`config.mk`:
```
export PLATFORM = sky130hd
export DESIGN_NAME = rgse_sobel
export DESIGN_NICKNAME = d
export VERILOG_FILES = /design/src/hdl/rgse_pkg.sv /design/src/hdl/rgse_sobel.sv
export SDC_FILE = /design/constraint.sdc
export NUM_CORES = 1
export LEC_CHECK = 0
export ABC_AREA = 1
export BUFFER_PORTS_ARGS = -buffer_cell sky130_fd_sc_hd__buf_2
export CORE_MARGIN = 5
export CORE_UTILIZATION = 30
export DETAILED_ROUTE_END_ITERATION = 8
export PLACE_DENSITY = 0.52
export SYNTH_ARGS = -nofsm -noshare
export SYNTH_HDL_FRONTEND = slang
export SYNTH_SLANG_ARGS = --single-unit
```
`constraint.sdc`:
```
create_clock -name vclk -period 5.5
set_input_delay 0.275 -clock vclk [all_inputs]
set_output_delay 0.275 -clock vclk [all_outputs]
set_load 0.02 [all_outputs]
```
`src/hdl/rgse_pkg.sv`:
```
// Shared types, constants and the gray conversion for the Sobel edge stream.
// No dependencies; rgse_sobel and rgb_gray_sobel_edge_stream import this package.
package rgse_pkg;

    localparam int MAX_WIDTH_DEF  = 2048;
    localparam int MAX_HEIGHT_DEF = 2048;

    localparam int PIX_W    = 8;
    localparam int CFG_W    = 12;
    localparam int CFG_IDX_W = 1;

    localparam int FRAME_WIDTH_RST  = 1920;
    localparam int FRAME_HEIGHT_RST = 1080;
    localparam int DIM_MIN          = 3;

    localparam logic [CFG_IDX_W-1:0] REG_FRAME_WIDTH  = 1'd0;
    localparam logic [CFG_IDX_W-1:0] REG_FRAME_HEIGHT = 1'd1;

    localparam logic [7:0] W_BLUE  = 8'b00010010;
    localparam logic [7:0] W_GREEN = 8'b10110111;
    localparam logic [7:0] W_RED   = 8'b00110110;
    localparam int GRAY_SHIFT = 8;
    localparam int EDGE_SHIFT = 3;

    typedef logic [PIX_W-1:0] t_pix;
    typedef logic [8:0][PIX_W-1:0] t_window;

    function automatic t_pix gray_of(input t_pix b, input t_pix g, input t_pix r);
        logic [15:0] acc;
        acc = 16'(W_BLUE) * 16'(b) + 16'(W_GREEN) * 16'(g) + 16'(W_RED) * 16'(r);
        return PIX_W'(acc >> GRAY_SHIFT);
    endfunction

endpackage

```
`src/hdl/rgse_sobel.sv`:
```
// Sobel 3x3 kernel with L1 magnitude, shifted and saturated to one byte.
// Combinational; depends on rgse_pkg for the window type and shift constant.
module rgse_sobel
    import rgse_pkg::*;
(
    input  t_window i_window,
    output t_pix    o_mag
);

    logic [9:0]  gx_pos, gx_neg, gy_pos, gy_neg;
    logic [9:0]  gx_abs, gy_abs;
    logic [10:0] l1_sum;
    logic [10:0] l1_shr;

    always_comb begin
        gx_pos = 10'(i_window[2]) + 10'({i_window[5], 1'b0}) + 10'(i_window[8]);
        gx_neg = 10'(i_window[0]) + 10'({i_window[3], 1'b0}) + 10'(i_window[6]);
        gy_pos = 10'(i_window[0]) + 10'({i_window[1], 1'b0}) + 10'(i_window[2]);
        gy_neg = 10'(i_window[6]) + 10'({i_window[7], 1'b0}) + 10'(i_window[8]);
        gx_abs = (gx_pos >= gx_neg) ? gx_pos - gx_neg : gx_neg - gx_pos;
        gy_abs = (gy_pos >= gy_neg) ? gy_pos - gy_neg : gy_neg - gy_pos;
        l1_sum = 11'(gx_abs) + 11'(gy_abs);
        l1_shr = l1_sum >> EDGE_SHIFT;
        if (l1_shr > 11'd255) begin
            o_mag = 8'hFF;
        end else begin
            o_mag = l1_shr[PIX_W-1:0];
        end
    end

endmodule

```
==> impl_metrics.tcl <==
set metrics [dict create \
    ys_top_cells_by_count "nand2_1, inv_1, ha_1, nand3_1, a21oi_1" \
    hold_viol_final 0 \
    drive_above_1_share_pct 12.6 \
    die-area_sq_um 18400 \
    wl_per_cell_um 12.2 \
    num_vias 4646 \
    clock_buffers 0 \
    grt_pass1_wl_mm 21.8 \
    critical-path-top-delay-family "adder cells" \
    yosysMostFrequentCell "nand2_1" \
    synth_mux_area_share_pct 0 \
    synth_top_family_by_area "adder cells" \
    cts_hold_buffers 0 \
    drv_slew 0 \
    yosys-top-cells-area "nand2_1, ha_1, fa_1, inv_1, nand3_1" \
    grt_util_all_layers_pct 14.3 \
    synth-compound-area-share_pct 7.88 \
    dr.pass1.iters 6 \
    avgSynthCellArea_sq_um 6.01 \
    grt_max_degree 11 \
    cp_slowest_cell "fa_1" \
    fmax_mhz 195 \
    core-area_sq_um 15700 \
    worstPathArrival_ps 4840 \
    finalInstanceArea_sq_um 5440 \
    synth_simple_gate_area_share_pct 35.4 \
    status "finished clean" \
    yosysSeqAreaShare_pct 0 \
    fin_crit_ps 5120 \
    tightest_slew_ps 420 \
    cp_data_required_time_ps 5220 \
    nNetsFinal 1053 \
    die_w_um 136 \
    synth_area_sq_um 4730 \
    synth.distinct_cells 32 \
    syn_to_final_growth_pct 14.9 \
    cp_common_cell "nand2_1" \
    io_buffers 72 \
    drt-vias-per-instance 4.32 \
    dp_hpwl_mm 12.1 \
    ys_warn_count 0 \
    wl_mm 13.1 \
    die_h_um 136 \
    setup_viol 0 \
    crit_path_end_kind "output pin" \
    ant_nets 0 \
    synth-adder-area-share_pct 37.2 \
    syn_nets 978 \
    yosysTopAreaCell "nand2_1" \
    cp_max_fo 6 \
    fin_cells 1076 \
    seqCellArea_sq_um 0 \
    antenna_cells 0 \
    cp.buffers_inverters 6 \
    start_kind "input pin" \
    placed_area_sq_um 5350 \
    initial_core_util_pct 30.2 \
    synth_cells 787 \
    synth_top_area_share_pct 23.3 \
    dp.cells 1073 \
    hp-class "input pin to output pin" \
    synth_xor_xnor_area_share_pct 6.11 \
    cap_viol_max_count 0 \
    path_class "input pin to output pin" \
    num_rows 46 \
    gp_congestion 0.839 \
    grt.overflow.total 0 \
    antenna_found_initial 0 \
    seq_cell_count 0 \
    remaining_drc_errors 0 \
    slowest_delay_ps 420 \
    drt_first_iter_violations 157 \
    min_period_over_period_pct 93.1 \
    final_core_util_pct 34.7 \
    grt_pass1_vias 4489 \
    slew_headroom_pct 71.8 \
    ios 80 \
]
## cells by family after synthesis
family                   after synthesis
buffers and inverters                168
adder cells (fa/ha/maj)              119
AND/OR/NAND/NOR                      399
XOR/XNOR                              33
AO/OA/AOI/OAI                         68
## layout make-up
| type | count | area [sq um] |
|---|---|---|
| tap | 216 | 270 |
| fill | 1843 | 10200 |
| inverter | 165 | 619 |
| multi-input combinational | 619 | 4160 |
| timing repair buffer | 76 | 390 |
## final timing paths
kind | start | endpoint | slack [ps] | depth (start not counted)
worst max-delay path | i_window[65] | o_mag[5] | 380 | 31
worst min-delay path | i_window[64] | o_mag[0] | 1460 | 6
## placed cells by master, fill, tap and decap left out, types with 2 or more instances in the layout
| cell type | Yosys | routed |
|---|---|---|
| nand3_1 | 51 | 51 |
| o21ai_2 | 0 | 2 |
| o21ai_0 | 3 | 2 |
| fa_1 | 36 | 36 |
| o21ai_1 | 6 | 5 |
| a21oi_1 | 45 | 43 |
| a31oi_1 | 3 | 3 |
| nor2_4 | 3 | 3 |
| nor2_1 | 22 | 22 |
| buf_2 | 3 | 72 |
| a21o_1 | 3 | 3 |
| xnor2_1 | 9 | 9 |
| buf_4 | 0 | 4 |
| ha_1 | 83 | 81 |
| or2_2 | 4 | 4 |
| o21bai_1 | 2 | 2 |
| xor2_1 | 24 | 24 |
| nor2_2 | 3 | 3 |
| nand3_2 | 2 | 2 |
| inv_1 | 160 | 158 |
| a21oi_2 | 1 | 2 |
| nand2_1 | 293 | 293 |
| nand2_2 | 4 | 4 |
| clkinv_1 | 2 | 2 |
| nand4_1 | 10 | 10 |
| inv_2 | 3 | 5 |
| nand3b_1 | 3 | 3 |
## per-stage QoR
stage	setup TNS, ps	hold slack, ps	setup slack [ps]
after floorplan	0	1120	968
after global placement	0	1450	207
after detailed placement	0	1460	167
after CTS	0	1460	149
after global routing	-36.4	1490	-18.3
final	0	1460	382
## per-layer routing
metal,up-vias,routed length [um],GRT usage [%]
li1,2574,-,-
met1,1976,7010,22.2
met2,96,5590,23.1
met3,0,525,0.966
met4,0,0,0
met5,-,0,0
## timing repair
action	4_1_cts	5_1_grt
endpoints found under the setup margin	0	7
endpoints found under the hold margin	0	0
resized for setup	0	14
setup buffers	0	3
Power is not shown: default switching activity piles up to over one toggle a cycle in this logic, so the estimate is an artifact.
